--- src/rtl/core/kcf_pkg.sv ---
`default_nettype none

package kcf_pkg;

  typedef enum logic [1:0] {
    OP_KEY       = 2'd0,
    OP_TICK      = 2'd1,
    OP_NET_ENQ   = 2'd2,
    OP_NET_FLUSH = 2'd3
  } op_t;

  typedef enum logic [1:0] {
    MODE_PERF    = 2'd0,
    MODE_BALANCE = 2'd1,
    MODE_SAVER   = 2'd2,
    MODE_INVALID = 2'd3
  } mode_t;

  typedef enum logic {
    ST_IDLE  = 1'b0,
    ST_DRAIN = 1'b1
  } state_t;

  localparam int unsigned STAT_W = 32;
  localparam int unsigned CHAR_W = 8;
  localparam int unsigned QKEYS_W = 7;
  localparam int unsigned TICK_W = 4;

  typedef struct packed {
    logic accept;
    logic drain_load;
  } cmd_t;

  typedef struct packed {
    logic out_free;
    logic flush_run;
    logic drain_last;
  } sts_t;

  function automatic logic [TICK_W-1:0] interval_of(input mode_t m);
    logic [TICK_W-1:0] r;
    case (m)
      MODE_PERF:  r = TICK_W'(1);
      MODE_SAVER: r = TICK_W'(12);
      default:    r = TICK_W'(3);
    endcase
    return r;
  endfunction

endpackage

`default_nettype wire

--- src/rtl/core/kcf_ram.sv ---
`default_nettype none

module kcf_ram #(
  parameter int unsigned WIDTH = 8,
  parameter int unsigned DEPTH = 64
) (
  input  wire logic                     clk,
  input  wire logic                     we,
  input  wire logic [$clog2(DEPTH)-1:0] waddr,
  input  wire logic [WIDTH-1:0]         wdata,
  input  wire logic                     re,
  input  wire logic [$clog2(DEPTH)-1:0] raddr,
  output      logic [WIDTH-1:0]         rdata
);

  logic [WIDTH-1:0] mem [DEPTH];

  always_ff @(posedge clk) begin
    if (we) begin
      mem[waddr] <= wdata;
    end
    if (re) begin
      rdata <= mem[raddr];
    end
  end

endmodule

`default_nettype wire

--- src/rtl/core/kcf_ctrl.sv ---
`default_nettype none

module kcf_ctrl (
  input  wire logic          clk,
  input  wire logic          rst,
  input  wire logic          in_valid,
  output      logic          in_stall,
  input  wire kcf_pkg::sts_t sts,
  output      kcf_pkg::cmd_t cmd
);

  kcf_pkg::state_t state;
  kcf_pkg::state_t state_next;

  always_ff @(posedge clk) begin
    if (rst) begin
      state <= kcf_pkg::ST_IDLE;
    end else begin
      state <= state_next;
    end
  end

  always_comb begin
    state_next     = state;
    cmd.accept     = 1'b0;
    cmd.drain_load = 1'b0;
    in_stall       = 1'b1;
    case (state)
      kcf_pkg::ST_IDLE: begin
        in_stall   = !sts.out_free;
        cmd.accept = in_valid && sts.out_free;
        if (cmd.accept && sts.flush_run) begin
          state_next = kcf_pkg::ST_DRAIN;
        end
      end
      kcf_pkg::ST_DRAIN: begin
        cmd.drain_load = sts.out_free;
        if (sts.out_free && sts.drain_last) begin
          state_next = kcf_pkg::ST_IDLE;
        end
      end
      default: begin
        state_next = kcf_pkg::ST_IDLE;
      end
    endcase
  end

endmodule

`default_nettype wire

--- src/rtl/core/kcf_dp.sv ---
`default_nettype none

module kcf_dp #(
  parameter int unsigned QUEUE_DEPTH = 64
) (
  input  wire logic                           clk,
  input  wire logic                           rst,
  input  wire kcf_pkg::cmd_t                  cmd,
  output      kcf_pkg::sts_t                  sts,
  input  wire logic                           cfg_we,
  input  wire logic [1:0]                     cfg_mode,
  input  wire logic [1:0]                     op,
  input  wire logic [kcf_pkg::CHAR_W-1:0]     key_code,
  input  wire logic [kcf_pkg::STAT_W-1:0]     packet_count,
  input  wire logic [kcf_pkg::STAT_W-1:0]     byte_count,
  output      logic                           out_valid,
  input  wire logic                           out_stall,
  output      logic                           delivers_key,
  output      logic [kcf_pkg::CHAR_W-1:0]     out_char,
  output      logic                           last,
  output      logic                           net_kick,
  output      logic [kcf_pkg::QKEYS_W-1:0]    queued_keys,
  output      logic [kcf_pkg::STAT_W-1:0]     pending_packets,
  output      logic [kcf_pkg::STAT_W-1:0]     pending_bytes,
  output      logic [kcf_pkg::STAT_W-1:0]     wakeup_total,
  output      logic [kcf_pkg::STAT_W-1:0]     key_event_total,
  output      logic [kcf_pkg::STAT_W-1:0]     coalesced_total,
  output      logic [kcf_pkg::STAT_W-1:0]     key_flush_total,
  output      logic [kcf_pkg::STAT_W-1:0]     net_flush_total
);

  localparam int unsigned IDX_W = $clog2(QUEUE_DEPTH);
  localparam int unsigned CNT_W = $clog2(QUEUE_DEPTH + 1);
  localparam int unsigned SUM_W = IDX_W + 1;
  localparam int unsigned SW    = kcf_pkg::STAT_W;

  kcf_pkg::mode_t              mode;
  logic [IDX_W-1:0]            head, head_next, head_adv;
  logic [CNT_W-1:0]            count, count_next;
  logic [CNT_W-1:0]            drain, drain_next;
  logic [kcf_pkg::TICK_W-1:0]  tick, tick_next, tick_inc;
  logic [SW-1:0]               packets, packets_next;
  logic [SW-1:0]               bytes, bytes_next;
  logic [SW-1:0]               wakeups, wakeups_next;
  logic [SW-1:0]               keys, keys_next;
  logic [SW-1:0]               coalesced, coalesced_next;
  logic [SW-1:0]               kflush, kflush_next;
  logic [SW-1:0]               nflush, nflush_next;
  logic [SUM_W-1:0]            tail_sum, tail;
  logic                        ring_full, key_direct, reached;
  logic                        out_load;
  logic                        delivers_key_next, last_next, net_kick_next;
  logic [kcf_pkg::CHAR_W-1:0]  out_char_next;
  logic                        ram_we, ram_re;
  logic [IDX_W-1:0]            ram_raddr;
  logic [kcf_pkg::CHAR_W-1:0]  ram_rdata;

  assign tail_sum   = SUM_W'(head) + SUM_W'(count);
  assign tail       = (tail_sum >= SUM_W'(QUEUE_DEPTH)) ? tail_sum - SUM_W'(QUEUE_DEPTH)
                                                       : tail_sum;
  assign head_adv   = (head == IDX_W'(QUEUE_DEPTH - 1)) ? '0 : head + IDX_W'(1);
  assign ring_full  = (count == CNT_W'(QUEUE_DEPTH));
  assign key_direct = (mode == kcf_pkg::MODE_PERF) || ring_full;
  assign tick_inc   = tick + kcf_pkg::TICK_W'(1);
  assign reached    = (tick_inc >= kcf_pkg::interval_of(mode));

  assign sts.out_free   = !out_valid || !out_stall;
  assign sts.flush_run  = (kcf_pkg::op_t'(op) == kcf_pkg::OP_TICK) && reached
                          && (count != '0);
  assign sts.drain_last = (drain == CNT_W'(1));

  assign ram_we    = cmd.accept && (kcf_pkg::op_t'(op) == kcf_pkg::OP_KEY) && !key_direct;
  assign ram_re    = (cmd.accept && sts.flush_run)
                     || (cmd.drain_load && (drain > CNT_W'(1)));
  assign ram_raddr = cmd.drain_load ? head_adv : head;

  kcf_ram #(
    .WIDTH (kcf_pkg::CHAR_W),
    .DEPTH (QUEUE_DEPTH)
  ) u_ring (
    .clk   (clk),
    .we    (ram_we),
    .waddr (tail[IDX_W-1:0]),
    .wdata (key_code),
    .re    (ram_re),
    .raddr (ram_raddr),
    .rdata (ram_rdata)
  );

  always_comb begin
    head_next         = head;
    count_next        = count;
    drain_next        = drain;
    tick_next         = tick;
    packets_next      = packets;
    bytes_next        = bytes;
    wakeups_next      = wakeups;
    keys_next         = keys;
    coalesced_next    = coalesced;
    kflush_next       = kflush;
    nflush_next       = nflush;
    out_load          = 1'b0;
    delivers_key_next = 1'b0;
    out_char_next     = '0;
    last_next         = 1'b1;
    net_kick_next     = 1'b0;
    if (cmd.accept) begin
      out_load = !sts.flush_run;
      case (kcf_pkg::op_t'(op))
        kcf_pkg::OP_KEY: begin
          keys_next = keys + SW'(1);
          if (key_direct) begin
            wakeups_next      = wakeups + SW'(1);
            delivers_key_next = 1'b1;
            out_char_next     = key_code;
          end else begin
            count_next     = count + CNT_W'(1);
            coalesced_next = coalesced + SW'(1);
          end
        end
        kcf_pkg::OP_TICK: begin
          tick_next = tick_inc;
          if (reached) begin
            tick_next     = '0;
            net_kick_next = 1'b1;
            if (count != '0) begin
              wakeups_next = wakeups + SW'(1);
              kflush_next  = kflush + SW'(1);
              count_next   = '0;
              drain_next   = count;
            end
          end
        end
        kcf_pkg::OP_NET_ENQ: begin
          packets_next = packets + SW'(1);
          bytes_next   = bytes + byte_count;
        end
        kcf_pkg::OP_NET_FLUSH: begin
          if (packet_count != '0) begin
            wakeups_next = wakeups + SW'(1);
            nflush_next  = nflush + SW'(1);
            packets_next = (packets >= packet_count) ? packets - packet_count : '0;
            bytes_next   = (bytes >= byte_count) ? bytes - byte_count : '0;
          end
        end
        default: begin
          out_load = 1'b0;
        end
      endcase
    end
    if (cmd.drain_load) begin
      out_load          = 1'b1;
      delivers_key_next = 1'b1;
      out_char_next     = ram_rdata;
      last_next         = sts.drain_last;
      net_kick_next     = 1'b1;
      drain_next        = drain - CNT_W'(1);
      head_next         = head_adv;
    end
  end

  always_ff @(posedge clk) begin
    if (rst) begin
      mode      <= kcf_pkg::MODE_BALANCE;
      head      <= '0;
      count     <= '0;
      drain     <= '0;
      tick      <= '0;
      packets   <= '0;
      bytes     <= '0;
      wakeups   <= '0;
      keys      <= '0;
      coalesced <= '0;
      kflush    <= '0;
      nflush    <= '0;
      out_valid <= 1'b0;
    end else begin
      if (cfg_we && (kcf_pkg::mode_t'(cfg_mode) != kcf_pkg::MODE_INVALID)) begin
        mode <= kcf_pkg::mode_t'(cfg_mode);
      end
      head      <= head_next;
      count     <= count_next;
      drain     <= drain_next;
      tick      <= tick_next;
      packets   <= packets_next;
      bytes     <= bytes_next;
      wakeups   <= wakeups_next;
      keys      <= keys_next;
      coalesced <= coalesced_next;
      kflush    <= kflush_next;
      nflush    <= nflush_next;
      if (out_load) begin
        out_valid <= 1'b1;
      end else if (!out_stall) begin
        out_valid <= 1'b0;
      end
    end
  end

  always_ff @(posedge clk) begin
    if (out_load) begin
      delivers_key <= delivers_key_next;
      out_char     <= out_char_next;
      last         <= last_next;
      net_kick     <= net_kick_next;
    end
  end

  assign queued_keys     = kcf_pkg::QKEYS_W'(count);
  assign pending_packets = packets;
  assign pending_bytes   = bytes;
  assign wakeup_total    = wakeups;
  assign key_event_total = keys;
  assign coalesced_total = coalesced;
  assign key_flush_total = kflush;
  assign net_flush_total = nflush;

`ifndef SYNTH
  a_count_bound: assert property (@(posedge clk) disable iff (rst)
    count <= CNT_W'(QUEUE_DEPTH))
    else $error("ring count above depth");

  a_no_char: assert property (@(posedge clk) disable iff (rst)
    (out_valid && !delivers_key) |-> (out_char == '0))
    else $error("character on a beat without delivery");

  a_drain_nonzero: assert property (@(posedge clk) disable iff (rst)
    cmd.drain_load |-> (drain != '0))
    else $error("drain step with nothing left");

  a_flush_empties: assert property (@(posedge clk) disable iff (rst)
    (cmd.accept && sts.flush_run) |=> (count == '0) && (drain != '0))
    else $error("flush did not take the whole ring");
`endif

endmodule

`default_nettype wire

--- src/rtl/core/keystroke_coalescing_flush.sv ---
// Keystroke coalescer with timed flush and network pending counters.
// Input channel: in_valid/in_stall carrying op, key_code, packet_count and
// byte_count; a beat moves when in_valid is high and in_stall is low.
// Output channel: out_valid/out_stall; each beat carries delivers_key,
// out_char, last, net_kick and the status counters after the whole item.
// Config channel: cfg_valid/cfg_ready with power_mode; cfg_ready is always
// high, a write of 3 is ignored.
// Results: a single-result item shows its beat in the cycle after acceptance.
// A tick that flushes N queued keys reads the ring memory one key ahead and
// emits one key per cycle while the output is not stalled; the first key
// passes through the ring read register and then the output register.
// Items are taken one at a time: in_stall is high while a flush drains and
// while an output beat is stalled, so a stalled receiver holds the result
// register and backs up the input.
// Reset (rst, synchronous): counters, ring pointers and out_valid
// clear, power_mode returns to balanced; ring contents and beat fields are not cleared.
`default_nettype none

module keystroke_coalescing_flush #(
  parameter int unsigned QUEUE_DEPTH = 64
) (
  input  wire logic                        clk,
  input  wire logic                        rst,
  input  wire logic                        cfg_valid,
  output      logic                        cfg_ready,
  input  wire logic [1:0]                  power_mode,
  input  wire logic                        in_valid,
  output      logic                        in_stall,
  input  wire logic [1:0]                  op,
  input  wire logic [kcf_pkg::CHAR_W-1:0]  key_code,
  input  wire logic [kcf_pkg::STAT_W-1:0]  packet_count,
  input  wire logic [kcf_pkg::STAT_W-1:0]  byte_count,
  output      logic                        out_valid,
  input  wire logic                        out_stall,
  output      logic                        delivers_key,
  output      logic [kcf_pkg::CHAR_W-1:0]  out_char,
  output      logic                        last,
  output      logic                        net_kick,
  output      logic [kcf_pkg::QKEYS_W-1:0] queued_keys,
  output      logic [kcf_pkg::STAT_W-1:0]  pending_packets,
  output      logic [kcf_pkg::STAT_W-1:0]  pending_bytes,
  output      logic [kcf_pkg::STAT_W-1:0]  wakeup_total,
  output      logic [kcf_pkg::STAT_W-1:0]  key_event_total,
  output      logic [kcf_pkg::STAT_W-1:0]  coalesced_total,
  output      logic [kcf_pkg::STAT_W-1:0]  key_flush_total,
  output      logic [kcf_pkg::STAT_W-1:0]  net_flush_total
);

  kcf_pkg::cmd_t cmd;
  kcf_pkg::sts_t sts;

  assign cfg_ready = 1'b1;

  kcf_ctrl u_ctrl (
    .clk      (clk),
    .rst      (rst),
    .in_valid (in_valid),
    .in_stall (in_stall),
    .sts      (sts),
    .cmd      (cmd)
  );

  kcf_dp #(
    .QUEUE_DEPTH (QUEUE_DEPTH)
  ) u_dp (
    .clk             (clk),
    .rst             (rst),
    .cmd             (cmd),
    .sts             (sts),
    .cfg_we          (cfg_valid && cfg_ready),
    .cfg_mode        (power_mode),
    .op              (op),
    .key_code        (key_code),
    .packet_count    (packet_count),
    .byte_count      (byte_count),
    .out_valid       (out_valid),
    .out_stall       (out_stall),
    .delivers_key    (delivers_key),
    .out_char        (out_char),
    .last            (last),
    .net_kick        (net_kick),
    .queued_keys     (queued_keys),
    .pending_packets (pending_packets),
    .pending_bytes   (pending_bytes),
    .wakeup_total    (wakeup_total),
    .key_event_total (key_event_total),
    .coalesced_total (coalesced_total),
    .key_flush_total (key_flush_total),
    .net_flush_total (net_flush_total)
  );

endmodule

`default_nettype wire
--- config.mk ---
export PLATFORM = sky130hd
export DESIGN_NAME = keystroke_coalescing_flush
export DESIGN_NICKNAME = d
export VERILOG_FILES = /design/src/rtl/core/kcf_pkg.sv /design/src/rtl/core/kcf_ram.sv /design/src/rtl/core/kcf_ctrl.sv /design/src/rtl/core/kcf_dp.sv /design/src/rtl/core/keystroke_coalescing_flush.sv
export SDC_FILE = /design/constraint.sdc
export NUM_CORES = 1
export LEC_CHECK = 0
export BUFFER_PORTS_ARGS = -buffer_cell sky130_fd_sc_hd__buf_2
export CAP_MARGIN = 20
export CORE_MARGIN = 4
export CORE_UTILIZATION = 60
export CTS_CLUSTER_DIAMETER = 80
export DETAILED_ROUTE_END_ITERATION = 16
export GPL_TIMING_DRIVEN = 0
export HOLD_SLACK_MARGIN = 0.02
export PLACE_DENSITY = 0.8
export SYNTH_ARGS = -nofsm -noshare
export SYNTH_HDL_FRONTEND = slang
export SYNTH_SLANG_ARGS = --single-unit
--- constraint.sdc ---
create_clock -name clk -period 9.2 [get_ports clk]
set_clock_uncertainty 0.1 [all_clocks]
set_input_delay 0.46 -clock clk [delete_from_list [all_inputs] [get_ports clk]]
set_output_delay 0.46 -clock clk [all_outputs]
set_load 0.1 [all_outputs]
==> Flow_metrics.wiki, run 1 <==
{| class="wikitable"
! Metric !! Value
|-
| Share of synthesized registers carrying an async set or reset || 0%
|-
| Share of the clock period used by the worst path || 52.0%
|-
| Detailed-router iteration count before antenna repair || 6
|-
| Peak supply drop || 193 uV
|-
| Port-buffer cells || 323
|-
| Slew Viols, Final || 0
|-
| Average footprint of a synthesized cell || 11.7 um2
|-
| Initial detailed-routing violation count || 3777
|-
| Post-DRT Antenna Nets || 0
|-
| # nets final || 3858
|-
| Number of global-route vias before repair || 28389
|-
| Synth Cell Area || 37800 um2
|-
| Reg2reg setup slack || 4.42 ns
|-
| Hold violation count in the final report || 0
|-
| Die Footprint || 67000 um2
|-
| Post-CTS sizing || 0
|-
| Post-route cell area || 43200 um2
|-
| Worst slew margin || 22.7%
|-
| Sink count of the clock tree || 783
|-
| Number of I/O pins || 326
|-
| Inserted Clock Buffers || 80
|-
| Worst EP required || 9.36 ns
|-
| Synthesis-to-layout area growth || 14.4%
|-
| Post-route non-filler standard cell count || 4565
|-
| Most used flip-flop cell after synthesis || sky130_fd_sc_hd__edfxtp_1
|-
| Critical path's most frequent cell || sky130_fd_sc_hd__nor2_1
|-
| Wire length of the first global-routing pass || 174000 um
|-
| Worst-path cell with the longest stage delay || sky130_fd_sc_hd__nand4_1
|-
| Maximum Capacitance Violations || 0
|-
| Max FO, Critical Path || 10
|-
| Fill cell count || 4387
|-
| Largest buffer count on any clock path || 3
|-
| Initial core utilization || 60.9%
|-
| Worst Path Class, Setup || flip-flop to flip-flop
|-
| Highest-count cells in the layout ignoring fill and taps || 531 x sky130_fd_sc_hd__edfxtp_1, 354 x sky130_fd_sc_hd__nor2_1, 345 x sky130_fd_sc_hd__buf_2, 269 x sky130_fd_sc_hd__nand2_1, 252 x sky130_fd_sc_hd__dfxtp_1
|-
| Skew-Pair Late Insertion Delay || 0.64 ns
|-
| Lkg Pwr || 0.0162 uW
|-
| Clock period minus final worst setup slack || 4.78 ns
|-
| Clk Tree Root Cell || sky130_fd_sc_hd__clkbuf_16
|-
| Hold/Removal Path Class || primary input to flip-flop
|-
| Power density over cell area || 176 nW/um2
|-
| Clock-pin transition on the worst setup and hold timing paths || 0.06 ns
|-
| Total wire length after detailed routing || 115000 um
|-
| Global-route track usage on met1 || 45.1%
|-
| Detailed-route vias per instance || 6.43
|-
| CTS tree || yes
|-
| Core Footprint || 62100 um2
|-
| Routing usage on met3 || 8.33%
|-
| Outcome || completed
|-
| Cell count after placement || 4407
|-
| DPL Wire Length || 81100 um
|-
| Critical Path AT || 4.94 ns
|-
| # hold bufs at CTS || 1
|-
| Number of synthesized flops with an enable pin || 531
|-
| Synth warnings || 0
|-
| Vertical extent of the die || 259 um
|-
| Row cnt || 91
|-
| Horizontal extent of the die || 259 um
|-
| WL per Instance || 25.2 um
|-
| Post-CTS repair timing setup buffer count || 0
|-
| Final Hold Slack || 0.0456 ns
|-
| Slowest Stage Delay on Critical Path || 1.01 ns
|-
| Crit-path cells || a21oi_1 > nand3_1 > clkbuf_1 > nor2_1 > nand4_1 > nor2_1
|-
| Remaining routing DRC violations || 0
|-
| Total via count after detailed routing || 29373
|-
| Part of the Yosys area used for sequential elements || 55.6%
|-
| Met2 usage || 54.1%
|-
| Busiest metal layer after global routing || met2
|-
| Synthesized instance count || 3242
|-
| Slew at the pin with the worst max-slew slack || 1.14 ns
|-
| H-tree lvl count || 3
|-
| Number of storage elements in the synthesis netlist || 783
|-
| Distinct cell type count after synthesis || 85
|-
| Pin count of the biggest net entering global routing || 66
|-
| Syn nets || 3443
|-
| Type of element launching the critical path || flip-flop
|-
| Gpl congestion || 0.964
|-
| Share of cells above drive strength 1 || 17.5%
|-
| Setup violation total in the final timing report || 0
|-
| Setup repair after global routing missed its margin || no
|-
| Commonest non-fill, non-tap cell in the layout || sky130_fd_sc_hd__edfxtp_1
|-
| Design Power || 7630 uW
|-
| Critical Path Sink Type || flip-flop
|-
| Final-layout setup total negative slack || 0 ns
|-
| Initial antenna violation count || 4
|-
| Total global routing track utilization || 33.8%
|-
| Post-placement cell area || 40500 um2
|-
| Max frequency || 209 MHz
|-
| Total global routing overflow || 0
|}
-- where the power goes --
part           leakage [uW]  total, uW  internal (uW)  switching (uW)
Clock               0.00126       3230           1800            1430
Sequential          0.00682       3790           3770            20.5
Combinational       0.00812        612            157             455
-- final timing paths --
kind	startpoint	to	cells after the start
worst max-delay path	u_dp.out_valid	u_dp.u_ring.mem[49][6]	6
worst min-delay path	power_mode[1]	u_dp.mode[1]	3
worst max register to register	u_dp.out_valid	u_dp.u_ring.mem[49][6]	6
worst min register to register	u_dp.tick[3]	u_dp.tick[3]	2
-- stage by stage --
stage	util (%)	setup slack [ns]
finish	69.7	4.42
global route	69.7	4.26
CTS	69.5	4.48
detailed placement	65.3	4.25
global placement	65.2	4.45
floorplan	-	5.37
-- critical path, delay by kind of cell (launching register included) --
| kind | cells | cell delay [ns] |
|---|---|---|
| AOI/OAI and AO/OA | 1 | 0.57 |
| buffers and inverters | 1 | 0.37 |
| and+or+nand+nor | 4 | 3.01 |
| DFF | 1 | 0.36 |
-- cell type report --
class	count	area, um2	share of cell area [%]
Timing Repair Buffer	333	1790	4.14
Sequential cell	783	21000	48.6
Multi-Input combinational cell	2175	15700	36.2
Clock buffer	99	2110	4.89
Inverter	138	518	1.20
Antenna cell	3	7.51	0.0174
Tap cell	837	1050	2.42
Clock inverter	51	494	1.14
Buffer	146	612	1.42
-- flip-flops by register name (all words and copies together), names as in the netlist, 2 cells and up --
signal,flops
u_dp.queued_keys,7
u_dp.key_flush_total,32
u_dp.key_event_total,32
u_dp.net_flush_total,32
u_dp.out_char,8
u_dp.tick,4
u_dp.coalesced_total,32
u_dp.u_ring.mem,512
u_dp.pending_bytes,32
u_dp.drain,7
u_dp.u_ring.rdata,8
u_dp.pending_packets,32
u_dp.head,6
u_dp.mode,2
u_dp.wakeup_total,32
-- synth_stat cells, drive strengths merged (14+ instances only) --
| master | n | area [um2] |
|---|---|---|
| buf | 40 | 214 |
| and4 | 14 | 123 |
| nor3 | 69 | 345 |
| ha | 116 | 1450 |
| a21oi | 200 | 1010 |
| nor2 | 355 | 1340 |
| and3 | 66 | 413 |
| nor4 | 30 | 200 |
| nand3 | 105 | 526 |
| o21ai | 137 | 686 |
| nor3b | 16 | 120 |
| a31oi | 25 | 156 |
| a21o | 30 | 225 |
| mux4 | 144 | 3240 |
| o211ai | 16 | 120 |
| dfxtp | 252 | 5040 |
| xnor2 | 87 | 762 |
| xor2 | 83 | 727 |
| nor2b | 14 | 87.6 |
| and2 | 30 | 188 |
| inv | 138 | 518 |
| nand2b | 18 | 113 |
| nand4 | 47 | 294 |
| clkbuf | 106 | 398 |
| o21bai | 18 | 135 |
| nand2 | 269 | 1010 |
| or3 | 48 | 300 |
| edfxtp | 531 | 15900 |
| a211oi | 26 | 200 |
-- kinds of logic (layout without fill, tap and decap cells) --
| kind of cell | Yosys count | in the layout | synth area share, % |
|---|---|---|---|
| AO/OA/AOI/OAI | 625 | 625 | 10.7 |
| XOR/XNOR | 170 | 170 | 3.94 |
| adder cells (fa/ha/maj) | 120 | 120 | 4.05 |
| buffers and inverters | 284 | 767 | 2.99 |
| flip-flops | 783 | 783 | 55.6 |
| multiplexers | 156 | 156 | 8.92 |
| other | 1 | 4 | 0.00993 |
| AND/OR/NAND/NOR | 1103 | 1103 | 13.8 |
-- layer usage --
| layer | wire (um) | part of all wire, % |
|---|---|---|
| met5 | 19 | 0.017 |
| met4 | 5290 | 4.6 |
| met3 | 12800 | 11 |
| met2 | 53500 | 47 |
| met1 | 43400 | 38 |
Note: power is estimated with default switching activity, not from simulation.
==> run 2: changes to the inputs <==
==> constraint.sdc (replaced) <==
create_clock -name clk -period 4.9 [get_ports clk]
set_clock_uncertainty 0.1 [all_clocks]
set_input_delay 0.245 -clock clk [delete_from_list [all_inputs] [get_ports clk]]
set_output_delay 0.245 -clock clk [all_outputs]
set_load 0.1 [all_outputs]
==> Flow_metrics.wiki, run 2 (synthesis gave the netlist of run 1 again) <==
{| class="wikitable"
! Metric !! Value
|-
| Setup repair after global routing missed its margin || yes
|-
| Origin of the worst setup path || u_dp.out_valid
|-
| Worst slew margin || 19.6%
|-
| Initial detailed-routing violation count || 4094
|-
| Gpl congestion || 0.964
|-
| Lkg Pwr || 0.0163 uW
|-
| Row cnt || 91
|-
| Post-DRT Antenna Nets || 0
|-
| Worst EP required || 5.06 ns
|-
| Horizontal extent of the die || 259 um
|-
| Maximum Capacitance Violations || 0
|-
| Detail Route met3 WL || 12800 um
|-
| Largest buffer count on any clock path || 3
|-
| Fill cell count || 4374
|-
| Cell count after placement || 4407
|-
| Minimum setup slack after placement || 0.168 ns
|-
| Wire length of the first global-routing pass || 174000 um
|-
| Critical Path AT || 4.87 ns
|-
| Clock-pin transition on the worst setup and hold timing paths || 0.06 ns
|-
| Worst Path Class, Setup || flip-flop to flip-flop
|-
| WL per Instance || 25.2 um
|-
| Skew-Pair Late Insertion Delay || 0.64 ns
|-
| Hold Crit Start || key_code[2]
|-
| Initial antenna violation count || 3
|-
| Core Footprint || 62100 um2
|-
| Clk Tree Root Cell || sky130_fd_sc_hd__clkbuf_16
|-
| Critical Path Sink Type || flip-flop
|-
| CTS tree || yes
|-
| Port-buffer cells || 323
|-
| Die Footprint || 67000 um2
|-
| Remaining routing DRC violations || 0
|-
| Clock period minus final worst setup slack || 4.71 ns
|-
| Total via count after detailed routing || 29466
|-
| Hold/Removal Path Class || primary input to flip-flop
|-
| Slew Viols, Final || 0
|-
| Type of element launching the critical path || flip-flop
|-
| Max FO, Critical Path || 10
|-
| Initial core utilization || 60.9%
|-
| DPL Wire Length || 81100 um
|-
| Number of global-route vias before repair || 28408
|-
| Total global routing track utilization || 33.8%
|-
| Highest-count cells in the layout ignoring fill and taps || 531 x sky130_fd_sc_hd__edfxtp_1, 354 x sky130_fd_sc_hd__nor2_1, 345 x sky130_fd_sc_hd__buf_2, 269 x sky130_fd_sc_hd__nand2_1, 252 x sky130_fd_sc_hd__dfxtp_1
|-
| Outcome || completed
|-
| Slew at the pin with the worst max-slew slack || 1.19 ns
|-
| # nets final || 3869
|-
| Vertical extent of the die || 259 um
|-
| Share of the clock period used by the worst path || 96.1%
|-
| Detailed-route vias per instance || 6.44
|-
| Share of cells above drive strength 1 || 17.5%
|-
| Topmost layer with routed signal wires || met5
|-
| Power density over cell area || 331 nW/um2
|-
| Pin count of the biggest net entering global routing || 66
|-
| Total global routing overflow || 0
|-
| Total wire length after detailed routing || 115000 um
|-
| Register with the highest flop count || u_dp.u_ring.mem
|-
| Detailed-routing wirelength on met1 || 43600 um
|-
| Area used by sequential logic in the layout || 21000 um2
|-
| Setup slack of the critical path after layout || 0.192 ns
|-
| Flip-flop count of the largest register after layout || 512
|-
| Detailed-router iteration count before antenna repair || 6
|-
| Setup violation total in the final timing report || 0
|-
| Synthesis-to-layout area growth || 14.7%
|-
| Commonest non-fill, non-tap cell in the layout || sky130_fd_sc_hd__edfxtp_1
|-
| Inserted Clock Buffers || 80
|-
| Peak supply drop || 363 uV
|-
| Total met2 wirelength after detailed routing || 53300 um
|-
| Sink count of the clock tree || 783
|-
| Post-route non-filler standard cell count || 4574
|-
| H-tree lvl count || 3
|-
| Footprint of the multi-input gates || 15700 um2
|-
| Number of I/O pins || 326
|-
| Max frequency || 212 MHz
|-
| Startpoint of the worst register-to-register path || u_dp.out_valid
|-
| Hold violation count in the final report || 0
|}
-- run 2: cell count changes in the layout (fill, tap and decap cells not counted), sizes merged --
cell,before,now
dlygate4sd3,1,12
diode,3,1
-- run 2: per-stage QoR --
step	area (um2)	hold slack, ns	power [uW]	TNS (ns)	util, %
floorplan	37800	0.244	7980	0	-
global placement	40400	0.355	8340	0	65.2
detailed placement	40500	0.360	8360	0	65.3
CTS	43200	0.0432	14300	0	69.7
global route	43300	0.0624	14700	-0.738	69.8
finish	43300	0.0512	14300	0	69.8
-- run 2: path summary, 6_finish.rpt --
check | slack (ns) | end | cells after the start
min reg2reg | 0.37 | u_dp.tick[3] | 2
min | 0.05 | u_dp.u_ring.mem[0][2] | 1
max | 0.19 | u_dp.u_ring.mem[49][3] | 6
max reg2reg | 0.19 | u_dp.u_ring.mem[49][3] | 6
-- run 2: cell type report --
class                      count  area share, %
buffer                       146           1.41
sequential                   783           48.4
inverter                     138           1.20
tap                          837           2.42
clock inverter                51           1.14
clock buffer                  99           4.88
antenna                        1        0.00577
multi-input combinational   2175           36.1
timing repair buffer         344           4.39
-- run 2: where the power goes --
part	switching (uW)	total [uW]	leakage, uW	internal [uW]
Combinational	855	1160	0.00817	302
Sequential	38.9	7110	0.00682	7080
Clock	2690	6070	0.00126	3380
-- run 2: what timing repair did --
action                     CTS  global route
gates resized for setup      0             0
setup endpoints to repair    0            33
setup buffers                0             0
hold buffers                 9             3
hold endpoints to repair    42            33
-- run 2: critical path: stages (launching register included) --
cell                       delay (ns)
sky130_fd_sc_hd__dfxtp_1         0.36
sky130_fd_sc_hd__a21oi_1         0.57
sky130_fd_sc_hd__nand3_1         0.25
sky130_fd_sc_hd__clkbuf_1        0.37
sky130_fd_sc_hd__nor2_1          0.74
sky130_fd_sc_hd__nand4_1         0.97
sky130_fd_sc_hd__nor2_1          0.98
-- run 2: layer usage --
| layer | vias to the layer above | track usage (%) |
|---|---|---|
| met2 | 1803 | 54.1 |
| met1 | 14298 | 45.0 |
| met5 | - | 0 |
| met3 | 340 | 8.45 |
| met4 | 2 | 13.4 |
| li1 | 13023 | - |
